<file path="src/hw/rtl/zsch_ram.sv">
// Generic single-port-write, single-port-read RAM with registered read data.
// No dependencies.
`timescale 1ns / 1ps

module zsch_ram #(
   parameter int WIDTH = 8,
   parameter int DEPTH = 16
) (
   input  logic                     clock,
   input  logic                     wr_en,
   input  logic [$clog2(DEPTH)-1:0] wr_addr,
   input  logic [WIDTH-1:0]         wr_data,
   input  logic                     rd_en,
   input  logic [$clog2(DEPTH)-1:0] rd_addr,
   output logic [WIDTH-1:0]         rd_data
);

   logic [WIDTH-1:0] mem [DEPTH];
   logic [WIDTH-1:0] rd_data_ff;

   always_ff @(posedge clock) begin
      if (wr_en) begin
         mem[wr_addr] <= wr_data;
      end
      if (rd_en) begin
         rd_data_ff <= mem[rd_addr];
      end
   end

   assign rd_data = rd_data_ff;

endmodule

</file>
<file path="config.mk">
export PLATFORM = sky130hd
export DESIGN_NAME = zsch_ram
export DESIGN_NICKNAME = d
export VERILOG_FILES = /design/src/hw/rtl/zsch_ram.sv
export SDC_FILE = /design/constraint.sdc
export NUM_CORES = 1
export LEC_CHECK = 0
export ABC_CLOCK_PERIOD_IN_PS = 5110
export BUFFER_PORTS_ARGS = -buffer_cell sky130_fd_sc_hd__buf_2
export CAP_MARGIN = 15
export CORE_AREA = 2 2 107 109
export CTS_BUF_LIST = sky130_fd_sc_hd__clkbuf_4
export DETAILED_ROUTE_END_ITERATION = 10
export DIE_AREA = 0 0 109 111
export HOLD_SLACK_MARGIN = 0.05
export PLACE_DENSITY_LB_ADDON = 0.05
export SETUP_SLACK_MARGIN = 0.3
export SLEW_MARGIN = 25
export SYNTH_ARGS = -nofsm -noshare
export SYNTH_HDL_FRONTEND = slang
export SYNTH_SLANG_ARGS = --single-unit
</file>
<file path="constraint.sdc">
create_clock -name clock -period 5.11 [get_ports clock]
set_input_delay 0.511 -clock clock [delete_from_list [all_inputs] [get_ports clock]]
set_output_delay 0.511 -clock clock [all_outputs]
set_load 0.01 [all_outputs]
</file>
==> results by group, run 1 <==
Run status
  – Status: finished clean

Logic synthesis
  – Post-synth top area share: around 78%
  – Post-Syn Area: 5230 sq um
  – Post-synth EDFFs: about 140
  – #FFs+latches synth: 136
  – Ys async rst share: 0%
  – Average size of a mapped cell: 22.8 sq um
  – Synth top cells by count: edfxtp_1, mux4_2, a22oi_1
  – Ranking of synthesized cells by area: edfxtp_1, mux4_2, mux4_1
  – Unique masters post-synth: 18
  – Post-synth top flop: edfxtp_1
  – Dominant cell type by area after synthesis: edfxtp_1
  – Most frequent cell after synthesis: edfxtp_1
  – Register area share after synthesis: about four fifths
  – Post-synthesis cell count: between 200 and 250
  – Net Count, Synth: 248
  – Ys Warns: 0

Global route
  – Largest net degree at the start of global routing: 33
  – Global route total overflow: 0
  – First-pass GRT wire length: roughly 15000 um
  – GRT Total Usage: between 10% and 20%
  – Vias in the first global route: 2462
  – Initial antenna violation count: 0

Die
  – Core area: 11100 sq um
  – Die height: between 100 and 150 um
  – I/O pins: 27
  – Die Wd: between 100 and 150 um
  – Initial Util: 47.2%
  – Die area: 12100 sq um
  – Row count: 39

STA
  – Setup violators final: 0
  – Slew margin rel.: about a third
  – PnR worst setup slack: 3.22 ns
  – Measured slew at the worst slew-check pin: roughly 1.0 ns
  – Final Skew: 0.0179 ns
  – Hold slack: roughly 0.36 ns
  – Maximum clock rate: approximately 0.53 GHz
  – Final max-slew violation count: 0
  – RSZ-0062 raised after global routing: no
  – Post-layout minimum cycle time: roughly 1.9 ns
  – Final TNS setup: 0 ns
  – Final hold violation count: 0
  – Final Cycle Share: a little under two fifths

Clock tree
  – Clock latency on the worst-skew pair: 0.53 ns
  – Post-cts sizing count: 0
  – CTS buffer count: 17
  – CTS root buffer: clkbuf_4
  – Clock transition at path regs: approximately 0.13 ns
  – Clk sink count: 136
  – Post-CTS Setup Inserts: 0
  – Clk buf depth: 2
  – CTS Hold Bufs: 0
  – CTS tree: yes
  – H-tree level count: 4

Route
  – DRT iter0 DRCs: roughly 150
  – DR WL/cell: 24.1 um
  – WL final: approximately 10000 um
  – DRC: 0
  – Vias per Instance: around 5.7
  – Vias: 2407
  – Antenna Violating Nets Remaining: 0
  – First-pass iteration count of the detailed router: 6

Placement
  – Port Buf Inserts: 26
  – GPL Wtd Cong: a little under 0.7
  – Pre-CTS WS: 2.64 ns
  – Hpwl dp: around 6300 um

Final layout
  – Share of layout cells above drive strength 1: just under 30%
  – Final nets: roughly 290
  – Filler cells: ~900
  – ANT cells: 0
  – Area Overhead vs Synth: 10.8%

Setup path
  – WP data arrival: between 2 and 2.5 ns
  – Req. time, crit path: approximately 5.4 ns
  – Reg-to-reg setup timing slack: roughly 3.6 ns
  – Crit start category: primary input
  – Critical Path Fanout Max: 32
  – Setup crit end kind: flip-flop
  – Reg-to-Reg Start: mem[9][4]
  – CP Launch Point: rd_addr[0]
  – WS Path Type: in2reg

Hold path
  – Hold_sp: wr_data[4]
  – Worst min path class: in2reg

Power and ir drop
  – Worst vdd ir: just under 0.2 mV
  – Static Leak: between 1.5 and 2 nW
  – Pwr dens: roughly 370 nW/um^2
  – Tot Pwr: 2.12 mW

Run
  – Max cap viols: 0
[final timing paths]
path,to,cells past startpoint
min reg2reg,rd_data[5],3
max reg2reg,rd_data[4],3
min,mem[15][4],1
max,rd_data[4],5
[per-layer routing]
metal	global-route usage (%)	vias to the layer above	wire length [um]
met5	0	-	0
met4	6.15	0	100
met3	5.41	9	384
met2	28.4	77	4970
met1	25.6	1262	4750
li1	-	1059	-
[worst max-delay path, cell delays in order]
cell	delay (ns)
buf_2	0.08
buf_4	0.49
mux4_1	0.64
a22oi_1	0.31
nand2_1	0.09
[state kept, by name, indices dropped and copies added, names as in the netlist]
name,cells
mem,128
rd_data,8
[cells by family (layout without fill, tap and decap cells)]
family | Yosys count | count (layout) | share of synthesized area (%)
flip-flops | 136 | 136 | 78.1
AND/OR/NAND/NOR | 35 | 35 | 3.14
multiplexers | 32 | 32 | 14.8
AO/OA/AOI/OAI | 16 | 16 | 2.30
buffers and inverters | 10 | 61 | 1.65
[stage by stage]
stage / util (%) / area (sq um) / cells
after floorplan: - / 5230 / 229
after global placement: 49.5 / 5480 / 391
after detailed placement: 49.5 / 5480 / 391
after CTS: 52.3 / 5790 / 423
after global routing: 52.3 / 5790 / 423
final: 52.3 / 5790 / 423
[area by class of cell]
cell class,count,area [sq um],share of cell area [%]
flip-flops and latches,136,4080,70.5
well taps,143,179,3.09
multi-input cells,83,1070,18.4
repair buffers,29,153,2.64
clock inverters,14,174,3.00
clock buffers,18,135,2.33
[where the power goes]
part	switching (mW)	internal, mW
registers	0.00642	1.25
clock network	0.396	0.348
logic	0.0679	0.0441
[cell usage in the layout (no fill, tap or decap), types with 2 or more instances in the layout]
cell	Yosys	routed
clkbuf_4	0	18
mux4_1	14	14
nor2_1	13	13
nand2_1	9	9
clkinv_4	0	3
nor3_2	0	2
mux4_2	18	18
inv_6	0	3
buf_4	1	3
buf_2	3	26
clkinvlp_4	0	3
nand3b_1	2	2
nor3_1	4	2
bufinv_16	0	3
a22oi_1	16	16
edfxtp_1	136	136
nand2b_1	2	2
Power figures use the tool's default switching activity.
==> run 2, diff against run 1 <==
--- a/config.mk
+++ b/config.mk
@@ -5,7 +5,7 @@
 export SDC_FILE = /design/constraint.sdc
 export NUM_CORES = 1
 export LEC_CHECK = 0
-export ABC_CLOCK_PERIOD_IN_PS = 5110
+export ABC_CLOCK_PERIOD_IN_PS = 1800
 export BUFFER_PORTS_ARGS = -buffer_cell sky130_fd_sc_hd__buf_2
 export CAP_MARGIN = 15
 export CORE_AREA = 2 2 107 109
==> constraint.sdc (replaced) <==
create_clock -name clock -period 1.8 [get_ports clock]
set_input_delay 0.18 -clock clock [delete_from_list [all_inputs] [get_ports clock]]
set_output_delay 0.18 -clock clock [all_outputs]
set_load 0.01 [all_outputs]
==> run 2 against run 1 <==
Net effect: final cell count up 5.9%; sequential share of layout area down 1.9 points; register-to-register slack worse by 3.2 ns; worst setup slack worse by 2.9 ns; critical path type is now reg2reg.
==> results by group, run 2 (same netlist as run 1, synthesis figures left out) <==
Run status
  – Status: finished clean

Global route
  – Vias in the first global route: between 2k and 3k
  – Initial antenna violation count: 0
  – GRT Total Usage: between 10% and 20%
  – Grt met3 use: 5.29%
  – GRT met2 Usage: between 20% and 30%
  – Largest net degree at the start of global routing: 33
  – Most used routing layer in global routing: met2
  – First-pass GRT wire length: ~16000 um
  – Global route total overflow: 0
  – Met1 Use GR: ~27%

Hold path
  – Worst min path class: in2reg
  – Hold endpoint: mem[0][3]
  – Hold Path Cell Cnt: 3
  – Hold_sp: wr_addr[1]

Power and ir drop
  – Pwr dens: 914 nW/um^2
  – Worst vdd ir: a little under 0.5 mV
  – Static Leak: 2.00 nW

STA
  – Measured slew at the worst slew-check pin: around 0.46 ns
  – Setup violators final: 0
  – RSZ-0062 raised after global routing: yes
  – Final Skew: between 0.015 and 0.02 ns
  – Final TNS setup: 0 ns
  – Post-layout minimum cycle time: around 1.5 ns
  – Maximum clock rate: approximately 0.69 GHz
  – Final Cycle Share: 80.6%
  – PnR worst setup slack: 0.349 ns
  – Slew margin rel.: between 60% and 70%
  – Final max-slew violation count: 0
  – Final hold violation count: 0

Final layout
  – Most frequent cells in the layout: edfxtp_1, buf_2, buf_4
  – Largest register by flop count: mem
  – Final nets: about 320
  – Area Overhead vs Synth: 13.8%
  – Most common cell after layout, fill and taps aside: edfxtp_1
  – Share of layout cells above drive strength 1: around a third
  – Filler cells: slightly below 900
  – ANT cells: 0
  – Max reg flops: between 100 and 150

Route
  – First-pass iteration count of the detailed router: 4
  – Antenna Violating Nets Remaining: 0
  – Vias per Instance: between 5 and 6
  – WL final: slightly above 10000 um
  – DR WL/cell: 22.9 um
  – Vias: 2494
  – DRT iter0 DRCs: between 100 and 150
  – DRC: 0

Clock tree
  – Post-CTS Setup Inserts: 0
  – H-tree level count: 4
  – Clk buf depth: 2
  – Clock latency on the worst-skew pair: between 0.5 and 0.6 ns
  – CTS buffer count: 17
  – Clk sink count: 136
  – Clock transition at path regs: 0.10 ns
  – CTS tree: yes
  – CTS root buffer: clkbuf_4

Setup path
  – Setup crit end kind: flip-flop
  – Reg2Reg Depth: 3
  – Reg2Reg Capture Point: rd_data[2]
  – Reg-to-reg setup timing slack: 0.35 ns
  – Crit start category: flip-flop
  – WS Path Type: reg2reg
  – WP data arrival: about 1.7 ns
  – CP Launch Point: mem[3][2]
  – Critical Path Fanout Max: 1
  – Reg-to-Reg Start: mem[3][2]
  – Req. time, crit path: about 2.1 ns

Die
  – Die area: 12100 sq um
  – Die Wd: roughly 110 um
  – Initial Util: a little under half
  – I/O pins: 27
  – Die height: around 110 um
  – Row count: 39
  – Core area: ~11000 sq um

Placement
  – GPL Wtd Cong: between 0.8 and 0.9
  – Hpwl dp: approximately 6500 um
  – Port Buf Inserts: 26
  – Pre-CTS WS: 0.0184 ns

Run
  – Max cap viols: 0
## run 2: changes by cell type in the layout (fill, tap and decap cells not counted), moves of 4 or more
cell	previous run	this run
a22oi_1	16	12
a22oi_2	0	4
buf_4	3	21
clkinv_2	1	5
dlygate4sd3_1	0	9
## run 2: final cells by class
type | count | area, sq um | share of cell area (%)
Multi-Input combinational cell | 83 | 1080 | 18.2
Sequential cell | 136 | 4080 | 68.6
Tap cell | 143 | 179 | 3.01
Clock inverter | 8 | 36.3 | 0.610
Clock buffer | 20 | 150 | 2.52
Timing Repair Buffer | 58 | 418 | 7.02
## run 2: stage by stage
| step | hold slack [ns] | instance area, sq um | util [%] | power (mW) | std cells |
|---|---|---|---|---|---|
| 2_1_floorplan | 0.279 | 5230 | - | 3.84 | 229 |
| 3_3_place_gp | 0.573 | 5650 | 51.0 | 3.99 | 411 |
| 3_5_place_dp | 0.580 | 5650 | 51.0 | 4.00 | 411 |
| 4_1_cts | 0.185 | 5930 | 53.6 | 5.51 | 448 |
| 5_1_grt | 0.209 | 5950 | 53.7 | 5.68 | 448 |
| 6_report | 0.243 | 5950 | 53.7 | 5.44 | 448 |
## run 2: worst max-delay path by stage
stage	slack [ns]	endpoint	cells after the start
2_1_floorplan	0.34	rd_data[1]	5
3_5_place_dp	0.02	rd_data[5]	5
6_report	0.35	rd_data[2]	3
3_3_place_gp	0.06	rd_data[5]	5
4_1_cts	0.31	rd_data[6]	3
5_1_grt	0.27	rd_data[2]	3
## run 2: per-layer routing
metal / share of wire, % / vias to the layer above
met5: 0 / -
met4: 1.1 / 0
met1: 47 / 1320
li1: - / 1114
met2: 49 / 51
met3: 3.5 / 9
## run 2: timing repair
| item | in CTS | in global routing |
|---|---|---|
| gates resized for setup | 1 | 3 |
| endpoints found under the setup margin | 1 | 5 |
| pin swaps | 0 | 1 |
| hold buffers | 9 | 0 |
| endpoints found under the hold margin | 136 | 0 |
## run 2: worst max-delay path: stages (launching register included)
cell      delay, ns
edfxtp_1       0.39
mux4_1         0.51
a22oi_2        0.21
nand2_1        0.10
## run 2: power breakdown
group          leakage (nW)  total [mW]  internal (mW)  switching (mW)
clock network         0.116        1.50          0.536           0.960
logic                 0.643       0.362          0.161           0.201
registers              1.24        3.58           3.56          0.0171
==> run 3, diff against run 2 <==
--- a/config.mk
+++ b/config.mk
@@ -5,7 +5,7 @@
 export SDC_FILE = /design/constraint.sdc
 export NUM_CORES = 1
 export LEC_CHECK = 0
-export ABC_CLOCK_PERIOD_IN_PS = 1800
+export ABC_CLOCK_PERIOD_IN_PS = 1500
 export BUFFER_PORTS_ARGS = -buffer_cell sky130_fd_sc_hd__buf_2
 export CAP_MARGIN = 15
 export CORE_AREA = 2 2 107 109
==> constraint.sdc (replaced) <==
create_clock -name clock -period 1.5 [get_ports clock]
set_input_delay 0.15 -clock clock [delete_from_list [all_inputs] [get_ports clock]]
set_output_delay 0.15 -clock clock [all_outputs]
set_load 0.01 [all_outputs]
==> run 3 against run 2 <==
Net effect: sequential share of layout area fell by 3.1 points; final cell count rose by 1.8%; highest routed layer unchanged; sequential power is 20% higher; power rose by 37%; first-iteration DRC count grew 0.73%.
==> results by group, run 3 (same netlist as run 1, synthesis figures left out) <==
Die
  – Core area: between 10000 and 15000 sq um
  – Die area: ~12000 sq um
  – I/O pins: 27
  – Row count: 39
  – Initial Util: approximately 47%
  – Die Wd: 109 um
  – Die height: 111 um

Global route
  – First-pass GRT wire length: 15600 um
  – GRT Total Usage: between 10% and 20%
  – Global route total overflow: 0
  – Vias in the first global route: between 2k and 3k
  – Initial antenna violation count: 0
  – Largest net degree at the start of global routing: 18

Placement
  – Hpwl dp: ~6600 um
  – Port Buf Inserts: 26
  – GPL Wtd Cong: 0.680
  – Post-DP Area: between 5000 and 6000 sq um

Run status
  – Status: finished clean

Setup path
  – Crit start category: flip-flop
  – Setup crit end kind: flip-flop
  – CP delay by family, top: multiplexers
  – WP data arrival: 1.72 ns
  – WS Path Type: reg2reg
  – Critical Path Fanout Max: 1
  – Crit-path cells: mux4_2, a22oi_2, buf_4, nand2_2
  – Slowest stage delay, CP: roughly 0.47 ns
  – CP max-delay cell: mux4_2
  – Req. time, crit path: 1.77 ns
  – Buffers & Inverters on Critical Path: 1

Final layout
  – Max reg flops: roughly 130
  – Area Overhead vs Synth: 19.1%
  – Most common cell after layout, fill and taps aside: edfxtp_1
  – Most frequent cells in the layout: edfxtp_1, mux4_2, buf_2
  – Final instance area: 6230 sq um
  – Share of layout cells above drive strength 1: 42.2%
  – Largest register by flop count: mem
  – ANT cells: 0
  – Final nets: 319
  – Filler cells: ~830

Clock tree
  – CTS tree: yes
  – H-tree level count: 4
  – Clock latency on the worst-skew pair: 0.51 ns
  – CTS buffer count: 17
  – Post-CTS Setup Inserts: 0
  – CTS root buffer: clkbuf_4
  – Clock transition at path regs: about 0.12 ns
  – Clk buf depth: 2
  – Clk sink count: around 140

STA
  – Final Skew: ~0.0093 ns
  – RSZ-0062 raised after global routing: yes
  – Hold slack: a little under 0.2 ns
  – Final hold violation count: 0
  – Maximum clock rate: 0.694 GHz
  – Final Cycle Share: 96.0%
  – Measured slew at the worst slew-check pin: a little under 1 ns
  – Setup violators final: 0
  – Final max-slew violation count: 0
  – Post-layout minimum cycle time: about 1.4 ns
  – Slew margin rel.: 35.0%

Route
  – First-pass iteration count of the detailed router: 4
  – Antenna Violating Nets Remaining: 0
  – Vias per Instance: around 5.3
  – DRT iter0 DRCs: between 100 and 150
  – WL final: approximately 10000 um
  – DR WL/cell: 22.1 um
  – Vias: between 2k and 2.5k
  – DRC: 0

Power and ir drop
  – Static Leak: 2.04 nW
  – Tot Pwr: approximately 7.4 mW
  – Pwr dens: approximately 1200 nW/um^2
  – Worst vdd ir: between 0.6 and 0.7 mV

Run
  – Max cap viols: 0

Hold path
  – Worst min path class: in2reg
==> run 3: repair_timing <==
item | CTS | global route
gates resized for setup | 8 | 3
endpoints found under the setup margin | 16 | 16
endpoints found under the hold margin | 136 | 0
cloned | 0 | 0
pin swaps | 1 | 2
hold buffers | 9 | 0
==> run 3: power breakdown <==
| part | switching, mW | internal [mW] | leakage [nW] |
|---|---|---|---|
| Clock | 1.33 | 1.33 | 0.165 |
| Combinational | 0.252 | 0.230 | 0.643 |
| Sequential | 0.0222 | 4.27 | 1.24 |
==> run 3: final timing paths <==
| path | from | end | slack [ns] | cells after the start |
|---|---|---|---|---|
| worst min register to register | mem[4][3] | rd_data[3] | 0.77 | 3 |
| worst max register to register | mem[8][4] | rd_data[4] | 0.06 | 4 |
| worst min-delay path | wr_addr[1] | mem[0][3] | 0.19 | 3 |
| worst max-delay path | mem[8][4] | rd_data[4] | 0.06 | 4 |
==> run 3: layout make-up <==
type,count,area (sq um),share of cell area [%]
clock buffer,17,128,2.05
sequential,136,4080,65.6
tap,143,179,2.87
clock inverter,15,204,3.28
timing repair buffer,62,554,8.90
multi-input combinational,83,1080,17.3
==> run 3: through the flow <==
stage          setup WS [ns]  TNS (ns)  std cells  utilization, %
5_1_grt              0.00781         0        456            56.2
3_3_place_gp          -0.197     -1.26        415            52.1
2_1_floorplan          0.150         0        229               -
6_report              0.0598         0        456            56.2
3_5_place_dp          -0.230     -1.42        415            52.1
4_1_cts               0.0483         0        456            56.1
==> run 3: metal layers <==
metal	up-vias	GRT usage (%)	part of all wire, %
met3	11	4.70	3.0
li1	1113	-	-
met2	48	28.5	50
met4	0	6.58	1.3
met1	1260	26.0	45
met5	-	0	0
==> run 3: worst reg2reg max path, delay by kind of cell, from the launching register on <==
kind | cells | cell delay, ns
AO/OA/AOI/OAI | 1 | 0.16
buffers and inverters | 1 | 0.14
flip-flops | 1 | 0.39
multiplexers | 1 | 0.47
AND/OR/NAND/NOR | 1 | 0.04
